`src/rtl/core/pbwt_pkg.sv`:
```
package pbwt_pkg;

  // fixed field widths
  localparam int unsigned AlleleW = 64;
  localparam int unsigned IdW     = 6;
  localparam int unsigned DivW    = 16;
  localparam int unsigned CfgW    = 7;
  localparam int unsigned OutDataW = 24;

  // reset value of the haplotype count register
  localparam logic [CfgW-1:0] CountReset = 7'd64;

  // one stored entry of the order and divergence stores
  typedef struct packed {
    logic [DivW-1:0] div;
    logic [IdW-1:0]  id;
  } entry_t;

  localparam int unsigned EntryW = $bits(entry_t);

  // one result beat waiting at the output
  typedef struct packed {
    logic   last;
    entry_t ent;
  } out_beat_t;

  // sequencer states
  typedef enum logic [1:0] {
    SeqIdle,
    SeqSweep,
    SeqSettle,
    SeqEmit
  } seq_state_e;

  // sequencer to datapath
  typedef struct packed {
    logic idle;
    logic sweep_issue;
    logic emit_issue;
  } seq_ctrl_t;

  // datapath to sequencer
  typedef struct packed {
    logic sweep_last;
    logic emit_last;
    logic can_issue;
  } seq_stat_t;

  // result of the shared max unit
  typedef struct packed {
    logic [DivW-1:0] zero_max;
    logic [DivW-1:0] one_max;
  } maxu_res_t;

endpackage

```
`src/rtl/core/pbwt_prefix_divergence_update_top.sv`:
```
// PBWT column step over up to MAX_HAPLOTYPES haplotypes. Each input beat is
// one site (allele bits plus a restart flag in tuser); the block answers with
// one output beat per haplotype in the new prefix order, tlast on the final
// one. The order store has one read port and is swept one entry per cycle
// through a shared max unit, then the zero-side and one-side staging stores
// are read out one entry per cycle. Output stalls stretch the read-out phase.
// Results of a site may still wait in the two-beat output buffer while the
// next site is taken.
module pbwt_prefix_divergence_update_top import pbwt_pkg::*; #(
  parameter int unsigned      MAX_HAPLOTYPES = 64,
  parameter longint unsigned  MAX_SITES      = 65535
) (
  input  logic                clk_i,
  input  logic                rst_ni,
  // configuration: haplotype count
  input  logic                cfg_valid_i,
  output logic                cfg_ready_o,
  input  logic [CfgW-1:0]     cfg_data_i,
  // site input
  input  logic                s_axis_tvalid,
  output logic                s_axis_tready,
  input  logic [AlleleW-1:0]  s_axis_tdata,   // [63:0] allele_bits
  input  logic [0:0]          s_axis_tuser,   // [0] restart
  // result output
  output logic                m_axis_tvalid,
  input  logic                m_axis_tready,
  output logic [OutDataW-1:0] m_axis_tdata,   // [5:0] haplotype_id, [21:6] divergence
  output logic                m_axis_tlast
);

  localparam int unsigned AW = $clog2(MAX_HAPLOTYPES);
  localparam int unsigned CW = AW + 1;
  localparam longint unsigned CapL = (MAX_SITES < 64'd65535) ? MAX_SITES : 64'd65535;
  localparam logic [DivW-1:0] SiteCap = DivW'(CapL);

  seq_ctrl_t ctrl;
  seq_stat_t stat;
  logic      in_accept;

  // configuration register
  logic [CfgW-1:0] cfg_q;
  assign cfg_ready_o = 1'b1;

  always_ff @(posedge clk_i or negedge rst_ni) begin
    if (!rst_ni) begin
      cfg_q <= CountReset;
    end else if (cfg_valid_i) begin
      cfg_q <= cfg_data_i;
    end
  end

  // clamped haplotype count
  logic [CW-1:0] cnt_sel;
  always_comb begin
    priority if (cfg_q == '0) begin
      cnt_sel = CW'(1);
    end else if (cfg_q > CfgW'(MAX_HAPLOTYPES)) begin
      cnt_sel = CW'(MAX_HAPLOTYPES);
    end else begin
      cnt_sel = CW'(cfg_q);
    end
  end

  assign s_axis_tready = ctrl.idle;
  assign in_accept     = s_axis_tvalid & s_axis_tready;

  // saturating site count, restart starts over at site 0
  logic [DivW-1:0] site_q, site_eff, start_val;
  assign site_eff  = s_axis_tuser[0] ? '0 : site_q;
  assign start_val = (site_eff >= SiteCap) ? SiteCap : site_eff + DivW'(1);

  // per-site registers
  logic [AlleleW-1:0] allele_q;
  logic [CW-1:0]      cnt_q;
  logic [CW-1:0]      nz_q, no_q;
  logic [DivW-1:0]    zmax_q, omax_q;
  logic [AW-1:0]      rd_q, em_q;

  // sweep read stage
  logic          s1_valid_q, s1_hit_q;
  logic [AW-1:0] s1_idx_q;

  // read-out stage
  logic          pend_q, pend_zone_q, pend_last_q;
  logic [AW-1:0] pend_idx_q;

  // valid bits of the order store, invalid reads as identity and zero
  logic [MAX_HAPLOTYPES-1:0] vld_q;

  entry_t main_rd, z_rd, o_rd, cur, pend_ent;
  maxu_res_t mres;
  logic      cur_bit;
  logic      em_zone;
  logic [CW-1:0] em_ones;

  // current swept entry
  always_comb begin
    if (s1_hit_q) begin
      cur = main_rd;
    end else begin
      cur.id  = IdW'(s1_idx_q);
      cur.div = '0;
    end
  end
  assign cur_bit = allele_q[cur.id];

  pbwt_maxu u_maxu (
    .zero_max_i (zmax_q),
    .one_max_i  (omax_q),
    .div_i      (cur.div),
    .res_o      (mres)
  );

  // read-out address select
  assign em_zone = {1'b0, em_q} < nz_q;
  assign em_ones = {1'b0, em_q} - nz_q;
  assign pend_ent = pend_zone_q ? z_rd : o_rd;

  // output buffer occupancy and read-out credit
  logic      pop;
  logic [1:0] fifo_cnt_q, occ;
  logic      fifo_wr_q, fifo_rd_q;
  out_beat_t fifo_q [2];

  assign pop = m_axis_tvalid & m_axis_tready;
  assign occ = fifo_cnt_q + 2'(pend_q) - 2'(pop);

  assign stat.can_issue  = occ <= 2'd1;
  assign stat.sweep_last = {1'b0, rd_q} == (cnt_q - CW'(1));
  assign stat.emit_last  = {1'b0, em_q} == (cnt_q - CW'(1));

  pbwt_seq u_seq (
    .clk_i       (clk_i),
    .rst_ni      (rst_ni),
    .in_accept_i (in_accept),
    .stat_i      (stat),
    .ctrl_o      (ctrl)
  );

  // order and divergence store
  pbwt_ram #(.Width(EntryW), .Depth(MAX_HAPLOTYPES)) u_main_ram (
    .clk_i   (clk_i),
    .we_i    (pend_q),
    .waddr_i (pend_idx_q),
    .wdata_i (pend_ent),
    .re_i    (ctrl.sweep_issue),
    .raddr_i (rd_q),
    .rdata_o (main_rd)
  );

  // zero-side staging
  pbwt_ram #(.Width(EntryW), .Depth(MAX_HAPLOTYPES)) u_zero_ram (
    .clk_i   (clk_i),
    .we_i    (s1_valid_q & ~cur_bit),
    .waddr_i (nz_q[AW-1:0]),
    .wdata_i ({mres.zero_max, cur.id}),
    .re_i    (ctrl.emit_issue & em_zone),
    .raddr_i (em_q),
    .rdata_o (z_rd)
  );

  // one-side staging
  pbwt_ram #(.Width(EntryW), .Depth(MAX_HAPLOTYPES)) u_one_ram (
    .clk_i   (clk_i),
    .we_i    (s1_valid_q & cur_bit),
    .waddr_i (no_q[AW-1:0]),
    .wdata_i ({mres.one_max, cur.id}),
    .re_i    (ctrl.emit_issue & ~em_zone),
    .raddr_i (em_ones[AW-1:0]),
    .rdata_o (o_rd)
  );

  // control registers of the sweep and read-out
  always_ff @(posedge clk_i or negedge rst_ni) begin
    if (!rst_ni) begin
      site_q      <= '0;
      s1_valid_q  <= 1'b0;
      pend_q      <= 1'b0;
      vld_q       <= '0;
      rd_q        <= '0;
      em_q        <= '0;
      nz_q        <= '0;
      no_q        <= '0;
      cnt_q       <= CW'(1);
    end else begin
      s1_valid_q <= ctrl.sweep_issue;
      pend_q     <= ctrl.emit_issue;
      // restart drops every stored entry, else mark the one written back
      if (in_accept && s_axis_tuser[0]) begin
        vld_q <= '0;
      end else if (pend_q) begin
        vld_q[pend_idx_q] <= 1'b1;
      end
      if (in_accept) begin
        site_q <= start_val;
        cnt_q  <= cnt_sel;
        rd_q   <= '0;
        em_q   <= '0;
        nz_q   <= '0;
        no_q   <= '0;
      end
      if (ctrl.sweep_issue) begin
        rd_q <= rd_q + AW'(1);
      end
      if (ctrl.emit_issue) begin
        em_q <= em_q + AW'(1);
      end
      if (s1_valid_q) begin
        if (cur_bit) begin
          no_q <= no_q + CW'(1);
        end else begin
          nz_q <= nz_q + CW'(1);
        end
      end
    end
  end

  // payload registers of the sweep and read-out
  always_ff @(posedge clk_i) begin
    if (in_accept) begin
      allele_q <= s_axis_tdata;
      zmax_q   <= start_val;
      omax_q   <= start_val;
    end else if (s1_valid_q) begin
      zmax_q <= cur_bit ? mres.zero_max : '0;
      omax_q <= cur_bit ? '0 : mres.one_max;
    end
    if (ctrl.sweep_issue) begin
      s1_hit_q <= vld_q[rd_q];
      s1_idx_q <= rd_q;
    end
    if (ctrl.emit_issue) begin
      pend_zone_q <= em_zone;
      pend_last_q <= stat.emit_last;
      pend_idx_q  <= em_q;
    end
  end

  // two-beat output buffer control
  always_ff @(posedge clk_i or negedge rst_ni) begin
    if (!rst_ni) begin
      fifo_cnt_q <= '0;
      fifo_wr_q  <= 1'b0;
      fifo_rd_q  <= 1'b0;
    end else begin
      fifo_cnt_q <= fifo_cnt_q + 2'(pend_q) - 2'(pop);
      if (pend_q) fifo_wr_q <= ~fifo_wr_q;
      if (pop)    fifo_rd_q <= ~fifo_rd_q;
    end
  end

  // output buffer payload
  always_ff @(posedge clk_i) begin
    if (pend_q) begin
      fifo_q[fifo_wr_q] <= '{last: pend_last_q, ent: pend_ent};
    end
  end

  assign m_axis_tvalid = fifo_cnt_q != '0;
  assign m_axis_tdata  = {2'b00, fifo_q[fifo_rd_q].ent.div, fifo_q[fifo_rd_q].ent.id};
  assign m_axis_tlast  = fifo_q[fifo_rd_q].last;

endmodule

```
`src/rtl/core/pbwt_ram.sv`:
```
module pbwt_ram #(
  parameter int unsigned Width = 22,
  parameter int unsigned Depth = 64
) (
  input  logic                     clk_i,
  input  logic                     we_i,
  input  logic [$clog2(Depth)-1:0] waddr_i,
  input  logic [Width-1:0]         wdata_i,
  input  logic                     re_i,
  input  logic [$clog2(Depth)-1:0] raddr_i,
  output logic [Width-1:0]         rdata_o
);

  logic [Width-1:0] mem_q [Depth];
  logic [Width-1:0] rdata_q;

  // write port
  always_ff @(posedge clk_i) begin
    if (we_i) begin
      mem_q[waddr_i] <= wdata_i;
    end
  end

  // registered read port, holds when not enabled
  always_ff @(posedge clk_i) begin
    if (re_i) begin
      rdata_q <= mem_q[raddr_i];
    end
  end

  assign rdata_o = rdata_q;

endmodule

```
`src/rtl/core/pbwt_maxu.sv`:
```
module pbwt_maxu import pbwt_pkg::*; (
  input  logic [DivW-1:0] zero_max_i,
  input  logic [DivW-1:0] one_max_i,
  input  logic [DivW-1:0] div_i,
  output maxu_res_t       res_o
);

  // both running maxima take in the divergence just read
  always_comb begin
    res_o.zero_max = (div_i > zero_max_i) ? div_i : zero_max_i;
    res_o.one_max  = (div_i > one_max_i) ? div_i : one_max_i;
  end

endmodule

```
`src/rtl/core/pbwt_seq.sv`:
```
module pbwt_seq import pbwt_pkg::*; (
  input  logic      clk_i,
  input  logic      rst_ni,
  input  logic      in_accept_i,
  input  seq_stat_t stat_i,
  output seq_ctrl_t ctrl_o
);

  seq_state_e state_q, state_d;

  // state register
  always_ff @(posedge clk_i or negedge rst_ni) begin
    if (!rst_ni) begin
      state_q <= SeqIdle;
    end else begin
      state_q <= state_d;
    end
  end

  // next state
  always_comb begin
    state_d = state_q;
    unique case (state_q)
      SeqIdle: begin
        if (in_accept_i) state_d = SeqSweep;
      end
      SeqSweep: begin
        if (stat_i.sweep_last) state_d = SeqSettle;
      end
      SeqSettle: begin
        state_d = SeqEmit;
      end
      SeqEmit: begin
        if (stat_i.can_issue && stat_i.emit_last) state_d = SeqIdle;
      end
      default: begin
        state_d = SeqIdle;
      end
    endcase
  end

  // outputs
  always_comb begin
    ctrl_o = '0;
    unique case (state_q)
      SeqIdle:   ctrl_o.idle = 1'b1;
      SeqSweep:  ctrl_o.sweep_issue = 1'b1;
      SeqSettle: ctrl_o = '0;
      SeqEmit:   ctrl_o.emit_issue = stat_i.can_issue;
      default:   ctrl_o = '0;
    endcase
  end

endmodule

```
`config.mk`:
```
export PLATFORM = sky130hd
export DESIGN_NAME = pbwt_prefix_divergence_update_top
export DESIGN_NICKNAME = d
export VERILOG_FILES = /design/src/rtl/core/pbwt_pkg.sv /design/src/rtl/core/pbwt_prefix_divergence_update_top.sv /design/src/rtl/core/pbwt_ram.sv /design/src/rtl/core/pbwt_maxu.sv /design/src/rtl/core/pbwt_seq.sv
export SDC_FILE = /design/constraint.sdc
export NUM_CORES = 2
export LEC_CHECK = 0
export ABC_CLOCK_PERIOD_IN_PS = 12700
export BUFFER_PORTS_ARGS = -buffer_cell sky130_fd_sc_hd__buf_2
export CAP_MARGIN = 20
export CORE_ASPECT_RATIO = 0.8
export CORE_MARGIN = 1
export CORE_UTILIZATION = 48
export CTS_CLUSTER_DIAMETER = 200
export DETAILED_ROUTE_END_ITERATION = 10
export GPL_TIMING_DRIVEN = 0
export SLEW_MARGIN = 20
export SYNTH_ARGS = -nofsm -noshare
export SYNTH_HDL_FRONTEND = slang
export SYNTH_MEMORY_MAX_BITS = 65536
export SYNTH_SLANG_ARGS = --single-unit
```
`constraint.sdc`:
```
create_clock -name clk_i -period 12.7 [get_ports clk_i]
set_input_delay 2.54 -clock clk_i [delete_from_list [all_inputs] [get_ports clk_i]]
set_output_delay 2.54 -clock clk_i [all_outputs]
set_load 0.1 [all_outputs]
```
==> impl_results.md <==
* Sequential area share after synthesis at 0.769
* Ports at 105
* Worst-margin pin slew at 1.23 ns
* Leakage power total at 65.3 nW
* Placer Congestion at 0.882
* Status: finished clean
* Vias per cell at approximately 6.3
* Async set-reset flop share out of synthesis at 0.0278
* Fmax at 0.139 GHz
* Crit path kind: register to register
* Pre-CTS setup slack at 5.65 ns
* Final Cycle Share at 0.567
* Postcts setup bufs at 0
* FILL cells at 27200
* Final ANT Viol Nets at 0
* RSZ-0062 raised after global routing: no
* Maxcap violations at 0
* Slew HR at 0.182
* Final Skew at 0.0848 ns
* Initial antenna violation count at 33
* Distinct cell type count after synthesis at 70
* HPWL after detailed placement at 336000 um
* Fin crit period at 7.20 ns
* Worst-path clk slew at roughly 0.070 ns
* GR Overflow Total at 0
* Top_reg_cell synth: edfxtp_1
* Vias in the first global route at just under 90000
* Pwr dens at 276 nW/um^2
* Sw frac at 0.372
* First-pass GRT wire length at 676000 um
* Logic pwr share at 0.403
* Number of port buffers at 100
* 1st-iter DRT viols at 12700
* Overall die height at 546 um
* NetSw at 0.0212 W
* CTS resizes at 0
* Final setup viols at 0
* Synthesized instance count at 8155
* Row Count at 199
* CTS tree: done
* Die footprint at approximately 370000 um^2
* Area contributors post-synth: edfxtp_1, mux4_2, dfrtp_1
* Yosys top cell area share at 0.751
* Initial DRT Pass Iterations at 5
* Chip Width at between 600 and 700 um
* GRT Util Overall at 0.258
* IR drop worst, VDD at ~0.00031 V
* Compound-Gate Fraction of Synth Area at 0.0261
* Post-synthesis cell area at 178000 um^2
* Simple-gate area share of the yosys netlist at 0.0170
* Synth Area in XOR/XNOR at 0.00202
* Ratio of cells with drive above 1 in the final layout at 0.292
* Internal power at around 0.036 W
* Multi-input gate area at between 40000 and 50000 um^2
* Initial cell density of the core at 0.483
* Flops & latches, synth at 4574
* WL/cell at 33.6 um
* Adder-cell share of the synthesized area at 0.00346
* Layout area overhead at 16.2%
* Final hold violations at 0
* Yosys Warn Count at 0
* Total negative setup slack at 0 ns
* Most common cell after layout, fill and taps aside: edfxtp_1
* Avg Inst Size Synth at 21.8 um^2
* Largest area contributor in the netlist: edfxtp_1
* Worst skew pair latency at 1.03 ns
* Slew Limit Fails at 0
* Post-synth EDFFs at 4447
* Total number of vias at between 90000 and 100k
* Largest net degree at the start of global routing at roughly 140
* Total power at 0.0570 W
* Seq pwr share at 0.369
* Sink Count at 4574
* Clk buf depth at 4
* CTS Hold Bufs at 0
* Commonest cells after routing, fill and taps aside: edfxtp_1, mux4_2, clkbuf_16, clkbuf_1, mux2i_1
* Largest family of logic cells by synthesized area: multiplexers
* CP Launch Type: register
* Clk pwr share at 0.228
* Total Wirelength at 483000 um
* DRC violations left at 0
* Worst EP arrival at about 7.9 ns
* Worst endpoint required time at 13.36 ns
* Hold crit path type: register to register
* Sequential Area at 137000 um^2
* Post-route setup slack at 5.50 ns
* Post-synthesis mux area share at 0.170
* Clk root buf: clkbuf_16
* Num CTS Buffers at ~440
* H-tree depth at 5
* Final layout net count at roughly 9200
* Critical path peak fanout at 10
* Core area at 368000 um^2
* Worst setup EP type: register
[power by group through the flow]
stage               registers [W]  logic [W]  clock network, W
finish                     0.0210     0.0230            0.0130
global route               0.0210     0.0238            0.0138
CTS                        0.0210     0.0227            0.0132
detailed placement         0.0213     0.0227                 0
global placement           0.0218     0.0210                 0
floorplan                  0.0213     0.0120                 0
[final cells by class]
type / count / share of cell area
multi-input combinational: 3050 / 0.196
inverter: 77 / 0.00150
sequential: 4574 / 0.662
antenna: 23 / 0.000279
timing repair buffer: 482 / 0.0323
clock inverter: 242 / 0.0118
tap: 4924 / 0.0298
buffer: 455 / 0.00929
clock buffer: 572 / 0.0571
[kinds of logic after synthesis]
logic type,Yosys count
xor+xnor,41
other cells,2
buf+inv,532
flops,4574
simple gates,633
fa+ha+maj,49
mux,1593
compound gates,731
[synth_stat cells (all sizes together), types with 3 or more instances]
master / count
buf: 176
mux2i: 298
xor2: 22
or3: 9
and2: 23
inv: 76
a21o: 13
o31ai: 3
nor4: 13
a22oi: 33
nor2b: 12
o21a: 64
a21bo: 15
clkbuf: 279
o21ai: 163
nand2: 181
nand2b: 71
nand3: 47
a22o: 3
edfxtp: 4447
mux4: 1131
nor2: 166
a21oi: 216
nor3: 68
o41ai: 4
or2: 4
o221ai: 98
dfrtp: 125
nand4: 8
nand3b: 12
o22ai: 104
ha: 46
xnor2: 19
or4: 6
and3: 4
or3b: 4
mux2: 164
[metrics by stage]
stage	hold WS, ns	utilization	instance area [um^2]	std cells
floorplan	0.421	-	178000	8156
global placement	0.448	0.501	184000	13200
detailed placement	0.435	0.522	192000	13600
CTS	0.472	0.561	206000	14400
global route	0.482	0.561	207000	14400
finish	0.483	0.561	207000	14400
[worst max-delay path: stages, from the launching register on]
cell and delay [ns]:
dfrtp_1 0.39, clkbuf_1 0.43, clkbuf_2 0.61, buf_2 0.41, inv_1 0.12, ha_1 0.20
inv_1 0.09, fa_1 0.37, clkbuf_1 0.81, clkbuf_1 0.85, clkbuf_1 0.84, mux4_2 0.43
mux4_2 0.59, mux4_2 0.66
[flip-flops by register name, indices dropped and copies added (netlist names), 7 cells and up]
name and count:
allele_q 64, cfg_q 7, cnt_q 7, fifo_q 46, nz_q 7, omax_q 16
site_q 16, u_main_ram.mem_q 1408, u_main_ram.rdata_o 22, u_one_ram.mem_q 1408, u_one_ram.rdata_o 22, u_zero_ram.mem_q 1408
u_zero_ram.rdata_o 22, vld_q 64, zmax_q 16
[path summary, 6_finish.rpt]
kind,start,end,slack (ns),cells after the start
worst max-delay path,em_q[0],u_one_ram.rdata_o[3],5.50,13
worst min-delay path,rd_q[2],s1_idx_q[2],0.48,0
worst max register to register,em_q[0],u_one_ram.rdata_o[3],5.50,13
worst min register to register,rd_q[2],s1_idx_q[2],0.48,0
max in group asynchronous,rst_ni,no_q[4],10.27,2
min in group asynchronous,rst_ni,vld_q[49],1.47,1
[routing by layer]
layer / share of wire / vias to the layer above / track usage
met1: 0.42 / 48600 / 0.395
met4: 0.029 / 26 / 0.0681
li1: - / 36300 / -
met2: 0.44 / 4803 / 0.376
met3: 0.10 / 800 / 0.0570
met5: 0.00037 / - / 0
Note: power is estimated with default switching activity, not from simulation.
